**src/ssd_pkg.sv**
```systemverilog
// Shared widths, glyph table and byte packing for the seven-segment serial driver.
`timescale 1ns / 1ps

package ssd_pkg;

    // Beat widths on the stream ports
    localparam int S_DATA_W = 16;
    localparam int M_DATA_W = 8;
    localparam int WORD_W   = 16;
    localparam int CNT_W    = $clog2(WORD_W);
    localparam int GLYPH_N  = 36;

    // Character ranges shown on the display
    localparam logic [7:0] CHAR_DIGIT_LO = 8'd48;
    localparam logic [7:0] CHAR_DIGIT_HI = 8'd57;
    localparam logic [7:0] CHAR_ALPHA_LO = 8'd97;
    localparam logic [7:0] CHAR_ALPHA_HI = 8'd122;
    localparam logic [5:0] DIGIT_BASE    = 6'(CHAR_DIGIT_LO);
    // Letters start at table index 10, so 'a' (97) maps through 87
    localparam logic [5:0] ALPHA_BASE    = 6'(8'd87);

    localparam logic [7:0] POINT_SEG = 8'h01;
    localparam logic [7:0] BLANK     = 8'h00;

    // Segment patterns: digits 0-9, then letters a-z
    localparam logic [7:0] GLYPHS [GLYPH_N] = '{
        8'hFC, 8'h60, 8'hDA, 8'hF2, 8'h66, 8'hB6, 8'hBE, 8'hE0, 8'hFE, 8'hE6,
        8'hEE, 8'h3E, 8'h9C, 8'h7A, 8'h9E, 8'h8E, 8'hBC, 8'h2E, 8'h60, 8'h70,
        8'hAE, 8'h1C, 8'hEC, 8'h2A, 8'h3A, 8'hCE, 8'hE6, 8'h0A, 8'hB6, 8'h1E,
        8'h7C, 8'h38, 8'h38, 8'h6E, 8'h66, 8'hDA
    };

    // Look up the segment pattern of a character; unmapped codes are blank
    function automatic logic [7:0] glyph_of(input logic [7:0] ch);
        logic [7:0] pat;
        pat = BLANK;
        case (ch) inside
            [CHAR_DIGIT_LO:CHAR_DIGIT_HI]: pat = GLYPHS[ch[5:0] - DIGIT_BASE];
            [CHAR_ALPHA_LO:CHAR_ALPHA_HI]: pat = GLYPHS[ch[5:0] - ALPHA_BASE];
            default:                       pat = BLANK;
        endcase
        return pat;
    endfunction

    // Spread segment and digit-select bits over the two shifted bytes
    function automatic logic [WORD_W-1:0] pack_word(
        input logic [7:0] pix,
        input logic [3:0] dsel
    );
        logic [7:0] first;
        logic [7:0] second;
        first  = {1'b0, pix[7], pix[4], pix[5], pix[0], dsel[3], 2'b00};
        second = {1'b0, pix[1], pix[6], pix[3], pix[2], dsel[1], dsel[0], dsel[2]};
        return {second, first};
    endfunction

endpackage

```
**src/seven_segment_serial_driver.sv**
```systemverilog
// Top level: turns a character beat into sixteen inverted serial bits for a shift-register display.
`timescale 1ns / 1ps

// Each accepted beat (digit select, character, dot, enable) is looked up in a
// glyph table, packed into two bytes and sent out as sixteen output beats, one
// bit each, first byte then second, LSB first, every bit inverted. tlast marks
// the sixteenth bit, after which the display latch should pulse. The shifter
// sends one bit per output beat; a second item is held in an input register
// while the shifter runs, so with the output always ready the bit stream
// continues without gaps between characters.
module seven_segment_serial_driver
(
    input  logic                         clk,
    input  logic                         rst_n,
    // [3:0] digit_select, [11:4] ascii_char, [12] dot_on, [13] display_enable
    input  logic [ssd_pkg::S_DATA_W-1:0] s_tdata,
    input  logic                         s_tvalid,
    output logic                         s_tready,
    // [0] serial_data
    output logic [ssd_pkg::M_DATA_W-1:0] m_tdata,
    output logic                         m_tlast,
    output logic                         m_tvalid,
    input  logic                         m_tready
);
    import ssd_pkg::*;

    logic [3:0]        digit_select;
    logic [7:0]        ascii_char;
    logic              dot_on;
    logic              display_enable;
    logic [7:0]        pix;

    logic [WORD_W-1:0] pend_word_reg, pend_word_next;
    logic              pend_valid_reg, pend_valid_next;
    logic [WORD_W-1:0] shift_reg, shift_next;
    logic [CNT_W-1:0]  cnt_reg, cnt_next;
    logic              busy_reg, busy_next;

    logic              s_fire;
    logic              m_fire;
    logic              last_bit;
    logic              load;

    // Unpack the input beat
    assign digit_select   = s_tdata[3:0];
    assign ascii_char     = s_tdata[11:4];
    assign dot_on         = s_tdata[12];
    assign display_enable = s_tdata[13];

    // Blank when disabled, else glyph with the dot ORed in
    always_comb
    begin
        pix = BLANK;
        if (display_enable)
        begin
            pix = glyph_of(ascii_char);
            if (dot_on)
            begin
                pix = pix | POINT_SEG;
            end
        end
    end

    assign last_bit = (cnt_reg == CNT_W'(WORD_W - 1));
    assign m_fire   = m_tvalid && m_tready;
    // Shifter takes the held word when idle or when its last bit goes out
    assign load     = pend_valid_reg && (!busy_reg || (m_fire && last_bit));
    assign s_tready = !pend_valid_reg || load;
    assign s_fire   = s_tvalid && s_tready;

    // Hold the next word while the shifter is busy
    always_comb
    begin
        pend_word_next  = pend_word_reg;
        pend_valid_next = pend_valid_reg;
        if (load)
        begin
            pend_valid_next = 1'b0;
        end
        if (s_fire)
        begin
            pend_word_next  = pack_word(pix, digit_select);
            pend_valid_next = 1'b1;
        end
    end

    // Advance the shifter one bit per output beat
    always_comb
    begin
        shift_next = shift_reg;
        cnt_next   = cnt_reg;
        busy_next  = busy_reg;
        if (load)
        begin
            shift_next = pend_word_reg;
            cnt_next   = '0;
            busy_next  = 1'b1;
        end
        else if (m_fire)
        begin
            if (last_bit)
            begin
                busy_next = 1'b0;
            end
            else
            begin
                shift_next = {1'b0, shift_reg[WORD_W-1:1]};
                cnt_next   = cnt_reg + CNT_W'(1);
            end
        end
    end

    // Control state
    always_ff @(posedge clk or negedge rst_n)
    begin
        if (!rst_n)
        begin
            pend_valid_reg <= 1'b0;
            busy_reg       <= 1'b0;
            cnt_reg        <= '0;
        end
        else
        begin
            pend_valid_reg <= pend_valid_next;
            busy_reg       <= busy_next;
            cnt_reg        <= cnt_next;
        end
    end

    // Payload
    always_ff @(posedge clk)
    begin
        pend_word_reg <= pend_word_next;
        shift_reg     <= shift_next;
    end

    // Drive the inverted bit
    assign m_tvalid = busy_reg;
    assign m_tdata  = {{(M_DATA_W-1){1'b0}}, ~shift_reg[0]};
    assign m_tlast  = last_bit;

endmodule

```
**config.mk**
```make
export PLATFORM = sky130hd
export DESIGN_NAME = seven_segment_serial_driver
export DESIGN_NICKNAME = d
export VERILOG_FILES = /design/src/ssd_pkg.sv /design/src/seven_segment_serial_driver.sv
export SDC_FILE = /design/constraint.sdc
export NUM_CORES = 1
export LEC_CHECK = 0
export BUFFER_PORTS_ARGS = -buffer_cell sky130_fd_sc_hd__buf_2
export CAP_MARGIN = 5
export CORE_UTILIZATION = 43
export CTS_CLUSTER_DIAMETER = 60
export DETAILED_ROUTE_END_ITERATION = 10
export PLACE_DENSITY = 0.62
export SLEW_MARGIN = 20
export SYNTH_ARGS = -nofsm -noshare
export SYNTH_HDL_FRONTEND = slang
export SYNTH_SLANG_ARGS = --single-unit
```
**constraint.sdc**
```tcl
create_clock -name clk -period 2.65 [get_ports clk]
set_clock_uncertainty 0.1 [all_clocks]
set_input_delay 0 -clock clk [delete_from_list [all_inputs] [get_ports clk]]
set_output_delay 0 -clock clk [all_outputs]
set_load 0.1 [all_outputs]
```
==> results of run 1 <==
[metal layers]
metal  up-vias  GRT usage [%]  routed length (um)
li1       1150              -                   -
met1      1075          27.52                2898
met2        99          35.97                3007
met3        10          3.034                 430
met4         0          6.786                 102
met5         -              0                   0
[cell type report]
cell class | instances | area [um^2]
Clock buffer | 6 | 72.57
Clock inverter | 2 | 33.78
Inverter | 15 | 56.30
Timing Repair Buffer | 48 | 332.8
Sequential cell | 33 | 960.9
Multi-Input combinational cell | 226 | 1524
Tap cell | 75 | 93.84
Fill cell | 552 | 2882
[power by group]
group | internal, mW | switching (mW)
Combinational | 0.171 | 0.296
Sequential | 0.615 | 0.0260
Clock | 0.277 | 0.171
[cell families after synthesis]
kind of cell               after synthesis  share of synthesized area (%)
AOI/OAI and AO/OA                       87                          21.82
xor gates and xnor gates                 5                          2.201
adders and majority gates               14                          6.554
buffers and inverters                   45                          8.099
DFF                                     33                          35.95
muxes                                   16                          6.554
other                                    1                         0.1403
and+or+nand+nor                         97                          18.68
[synth_stat cells, types with 5 or more instances]
library cell | number | area share [%]
edfxtp_1 | 27 | 30
nand2_1 | 21 | 2.9
a21oi_1 | 20 | 3.7
nor2_1 | 19 | 2.7
o21ai_0 | 17 | 3.2
ha_1 | 14 | 6.6
clkbuf_1 | 13 | 1.8
inv_1 | 13 | 1.8
mux2_2 | 12 | 5.1
nor3_1 | 12 | 2.2
buf_4 | 11 | 3.1
a211oi_1 | 10 | 2.8
nand3_1 | 8 | 1.5
nor2b_1 | 8 | 1.9
dfrtp_1 | 6 | 5.6
nand2b_1 | 6 | 1.4
a21o_1 | 5 | 1.4
and2_1 | 5 | 1.2
[worst max-delay path: stages (launching register included)]
cell	delay (ps)
dfrtp_1	410
ha_1	240
and3_2	210
nor2_1	140
o22ai_1	190
inv_1	480
[worst paths after layout]
kind	cells after the start	to	start
setup / recovery	5	shift_reg[3]	cnt_reg[0]
hold / removal	3	pend_word_reg[5]	s_tdata[13]
setup reg to reg	5	shift_reg[3]	cnt_reg[0]
hold reg to reg	1	cnt_reg[0]	cnt_reg[0]
max in group asynchronous	3	cnt_reg[3]	rst_n
min in group asynchronous	3	cnt_reg[2]	rst_n
[metrics by stage]
stage | hold slack, ps | utilization (%)
4_1_cts | 28.44 | 51.62
3_3_place_gp | -266.3 | 48.15
6_report | 21.54 | 51.62
3_5_place_dp | -262.5 | 48.15
5_1_grt | 34.59 | 51.62
2_1_floorplan | -395.6 | -
==> summary.md, run 1 <==
| Metric | Value |
|---|---|
| Run status | complete, no violations |
| Total power | between 1.5 and 2 mW |
| Worst skew pair latency | 280 ps |
| DRC Markers | 0 |
| Wirelength per Cell | 15.90 um |
| Finished Cell Area | around 3000 um^2 |
| Root Buffer | clkbuf_8 |
| Fmax achieved | around 470 MHz |
| Drt pass-1 iters | 4 |
| First-pass GRT wire length | approximately 11 mm |
| Final setup vio count | 0 |
| FF+latch count, synth | 33 |
| Setup WS post-layout | 516.2 ps |
| Largest net degree at the start of global routing | 25 |
| Slew @ Worst Pin | 821.6 ps |
| Unrepaired setup endpoints after global routing | no |
| Seq/Total Area, Yosys | 35.96% |
| P&R area growth vs syn | 15.03% |
| Number of global-route vias before repair | 2,210 |
| Std cell rows | 28 |
| Number of synthesized flops with an enable pin | 27 |
| Final period utilization | 80.52% |
| Worst setup SP type | flop |
| Slew Limit Fails | 0 |
| Fin crit period | roughly 2100 ps |
| Worst slack at placement | 264.9 ps |
| Yosys cell types | ~60 |
| Worst slew margin | 44.83% |
| Post-synth ARST share | 18.18% |
| Clock transition at path regs | 60 ps |
| Most common cell after layout, fill and taps aside | edfxtp_1 |
| Highest fanout seen on the critical path | 15 |
| Cells resized by post-CTS repair | 0 |
| Clk buf depth | 2 |
| DP HPWL | ~4.5 mm |
| Layout cells sized above 1 | 18.79% |
| Post-Route WL | around 6.4 mm |
| CTS H-tree lvls | 2 |
| Core area | 5956 um^2 |
| Final Hold Vio Count | 0 |
| Placed instance area | around 2900 um^2 |
| Die Height | 80.84 um |
| Die area | 6534 um^2 |
| Leakage power | about 1.2 nW |
| Max-Cap Viols | 0 |
| Cells after synthesis | 298 |
| Vias per inst | 5.763 |
| Clock sink count | 33 |
| Die X | just over 80 um |
| CP Class | flop to flop |
| Largest register FFs | 15 |
| Netlist Area Pre-Place | between 2000 and 3000 um^2 |
| Synth Warn # | 0 |
| Commonest non-fill, non-tap cells in the layout | edfxtp_1, nand2_1, buf_2 |
| Non-filler cells, final | 405 |
| Vias | 2,334 |
| ANT nets after route | 0 |
| Postcts setup bufs | 0 |
| CP endpoint kind | flop |
| All-Layer GR Usage | 21.18% |
| PwrDens | between 500 and 600 nW/um^2 |
| Worst min path class | input pin to flop |
| Ys flop type | edfxtp_1 |
| Ant diodes | 0 |
| GP Congestion | between 0.8 and 0.9 |
| Gr ovfl total | 0 |
| Peak supply drop | ~430 uV |
| Total CTS buffers | 5 |
| Dpl cells | a little under 400 |
| Worst path arrival time | 1950 ps |
| Final setup TNS | 0 ps |
| I/O Buffers | 21 |
| Num ports | 31 |
| CTS tree | yes |
| Worst Path Required | ~2500 ps |
| Initial Utilization | 44.87% |
| R2R Setup Slk | 520 ps |
| Iteration-0 DRC Markers | 130 |
| CTS Hold Bufs | 10 |
| Syn Area/Cell | 8.968 um^2 |
| Final net count | about 360 |
| Initial antenna violation count | 0 |
No activity file was read; power rests on OpenSTA's default activity.
==> run 2: changes to the inputs <==
--- a/config.mk
+++ b/config.mk
@@ -10,7 +10,7 @@
 export CORE_UTILIZATION = 43
 export CTS_CLUSTER_DIAMETER = 60
 export DETAILED_ROUTE_END_ITERATION = 10
-export PLACE_DENSITY = 0.62
+export PLACE_DENSITY = 0.64
 export SLEW_MARGIN = 20
 export SYNTH_ARGS = -nofsm -noshare
 export SYNTH_HDL_FRONTEND = slang
==> constraint.sdc (replaced) <==
create_clock -name clk -period 1.8 [get_ports clk]
set_clock_uncertainty 0.1 [all_clocks]
set_input_delay 0 -clock clk [delete_from_list [all_inputs] [get_ports clk]]
set_output_delay 0 -clock clk [all_outputs]
set_load 0.1 [all_outputs]
==> run 2 against run 1 <==
The flow now finishes with violations (negative setup slack). Sequential cell count unchanged. Worst hold slack lost 4.7 ps. Register-to-register slack got worse by 520 ps. Wire length rose by 20%. Sequential power increased by 47%. Design area rose by 22%. Worst setup slack worse by 520 ps. Critical endpoint is now shift_reg[5]. Sequential share of layout area shrank 5.6 points. First-iteration DRC count grew 81%. Core utilization rose by 11 points. Largest power group is now combinational cells. Die area unchanged. Fmax is 18% higher.
==> summary.md, run 2 (synthesis gave the netlist of run 1 again) <==
| Metric | Value |
|---|---|
| Min-delay src | s_tdata[13] |
| Commonest non-fill, non-tap cells in the layout | buf_4, edfxtp_1, buf_2 |
| Slew Limit Fails | 0 (unchanged) |
| Max-Cap Viols | 0 (unchanged) |
| Dpl cells | 446 (+15%) |
| Worst min path class | input pin to flop |
| Cell breakdown of the critical path | ha_2 > and3_4 > nand2_4 > nand2_4 > and2_4 > mux2_4 |
| Std cell rows | 28 (unchanged) |
| Family with the most delay on the worst path | simple AND/OR/NAND/NOR gates |
| Clock transition at path regs | 70 ps (about the same) |
| Largest register FFs | 15 (unchanged) |
| Initial Utilization | 44.87% (unchanged) |
| Clk buf depth | 2 (unchanged) |
| RR Startpoint | cnt_reg[0] |
| Worst Path Required | 1740 ps (-730 ps) |
| Slowest CP cell | dfrtp_1 |
| ANT nets after route | 0 (unchanged) |
| CP endpoint kind | flop |
| Num ports | 31 (unchanged) |
| Layout cells sized above 1 | 38.73% (+20 points) |
| Worst slew margin | 62.66% (+18 points) |
| Number of global-route vias before repair | 2,509 (+14%) |
| Final setup vio count | 1 (+1) |
| GP Congestion | 0.9210 (+4.0%) |
| Wirelength per Cell | 16.44 um (+3.4%) |
| Clock sink count | 33 (unchanged) |
| Setup WS post-layout | -5.564 ps (-521.8 ps) |
| CTS tree | yes |
| Placed instance area | 3453 um^2 (+20%) |
| Failing checks | negative setup slack |
| Most common cell after layout, fill and taps aside | buf_4 |
| Finished Cell Area | 3759 um^2 (+22%) |
| CP Class | flop to flop |
| All-Layer GR Usage | 24.49% (+3.3 points) |
| Gr ovfl total | 0 (unchanged) |
| Unrepaired setup endpoints after global routing | yes |
| Iteration-0 DRC Markers | 235 (+81%) |
| Die X | 80.84 um (unchanged) |
| Worst path arrival time | 1740 ps (-210 ps) |
| Fmax achieved | 553.8 MHz (+18%) |
| Final period utilization | 100.3% (+20 points) |
| Root Buffer | clkbuf_8 |
| Worst slack at placement | -259.3 ps (-524.2 ps) |
| I/O Buffers | 21 (unchanged) |
| Util after Layout | 63.11% (+11 points) |
| Highest fanout seen on the critical path | 7 (-8) |
| Non-filler cells, final | 470 (+16%) |
| Final net count | 428 (+18%) |
| Fin crit period | 1806 ps (-328.2 ps) |
| Worst setup SP type | flop |
| Slew @ Worst Pin | 558.2 ps (-263.4 ps) |
| Vias | 2,597 (+11%) |
| First-pass GRT wire length | 12.05 mm (+12%) |
| DRC Markers | 0 (unchanged) |
| Peak supply drop | 607.0 uV (+41%) |
| Vias per inst | 5.526 (-4.1%) |
| Total CTS buffers | 5 (unchanged) |
| Die Height | 80.84 um (unchanged) |
| PwrDens | 658.4 nW/um^2 (+30%) |
| Initial antenna violation count | 0 (unchanged) |
| Drt pass-1 iters | 5 (+1) |
| Worst skew pair latency | 290 ps (about the same) |
| Most Frequent Cell on Critical Path | nand2_4 |
| P&R area growth vs syn | 40.64% |
| Largest net degree at the start of global routing | 21 (-16%) |
| Total power | 2.475 mW (+59%) |
| Run status | finished, violations left |
| DP HPWL | 5.597 mm (+24%) |
| Final setup TNS | -5.564 ps (-5.564 ps) |
| Crit-path max cell delay | 360 ps (-120 ps) |
| Final Hold Vio Count | 0 (unchanged) |
| Die area | 6534 um^2 (unchanged) |
| Ant diodes | 0 (unchanged) |
| Core area | 5956 um^2 (unchanged) |
| Crit path launch | cnt_reg[0] |
| Leakage power | 1.606 nW (+30%) |
| CTS H-tree lvls | 2 (unchanged) |
| WHS | 16.85 ps (-4.694 ps) |
| Post-Route WL | 7.725 mm (+20%) |
| Buffers and inverters on the worst path | 0 (-1) |
## run 2: worst paths after layout
path / to / slack [ps] / depth (start not counted)
max in group asynchronous: m_tvalid / 780 / 3
min: pend_word_reg[5] / 20 / 3
max reg2reg: shift_reg[5] / -6 / 6
max: shift_reg[5] / -6 / 6
min reg2reg: shift_reg[2] / 450 / 1
min in group asynchronous: cnt_reg[2] / 550 / 3
## run 2: power by group
part | internal, mW | switching, mW | total [mW] | leakage [nW]
logic | 0.459 | 0.518 | 0.977 | 1.24
registers | 0.905 | 0.0402 | 0.945 | 0.325
clock network | 0.266 | 0.286 | 0.552 | 0.0439
## run 2: layout make-up
| cell class | instances | area [um^2] |
|---|---|---|
| Timing Repair Buffer | 112 | 844.6 |
| Clock buffer | 5 | 68.82 |
| Inverter | 15 | 66.31 |
| Multi-Input combinational cell | 227 | 1703 |
| Fill cell | 511 | 2197 |
| Tap cell | 75 | 93.84 |
| Sequential cell | 33 | 964.7 |
| Clock inverter | 3 | 17.52 |
## run 2: timing repair
item / 4_1_cts / 5_1_grt
setup buffers: 2 / 3
hold buffers: 10 / 0
hold endpoints to repair: 15 / 0
cloned: 1 / 0
pin swaps: 0 / 5
resized for setup: 2 / 20
setup endpoints to repair: 13 / 35
## run 2: per-layer routing
layer	part of all wire (%)	GRT usage, %	routed length [um]	up-vias
met2	51	43.70	3968	69
met4	1.8	8.571	141	0
met5	0	0	0	-
met1	44	29.11	3380	1228
li1	-	-	-	1286
met3	3.0	4.607	234	14
## run 2: tightest hold or removal path: cells and delay by family
| kind | cells | cell delay [ps] |
|---|---|---|
| AOI/OAI and AO/OA | 1 | 100 |
| buffers and inverters | 2 | 200 |
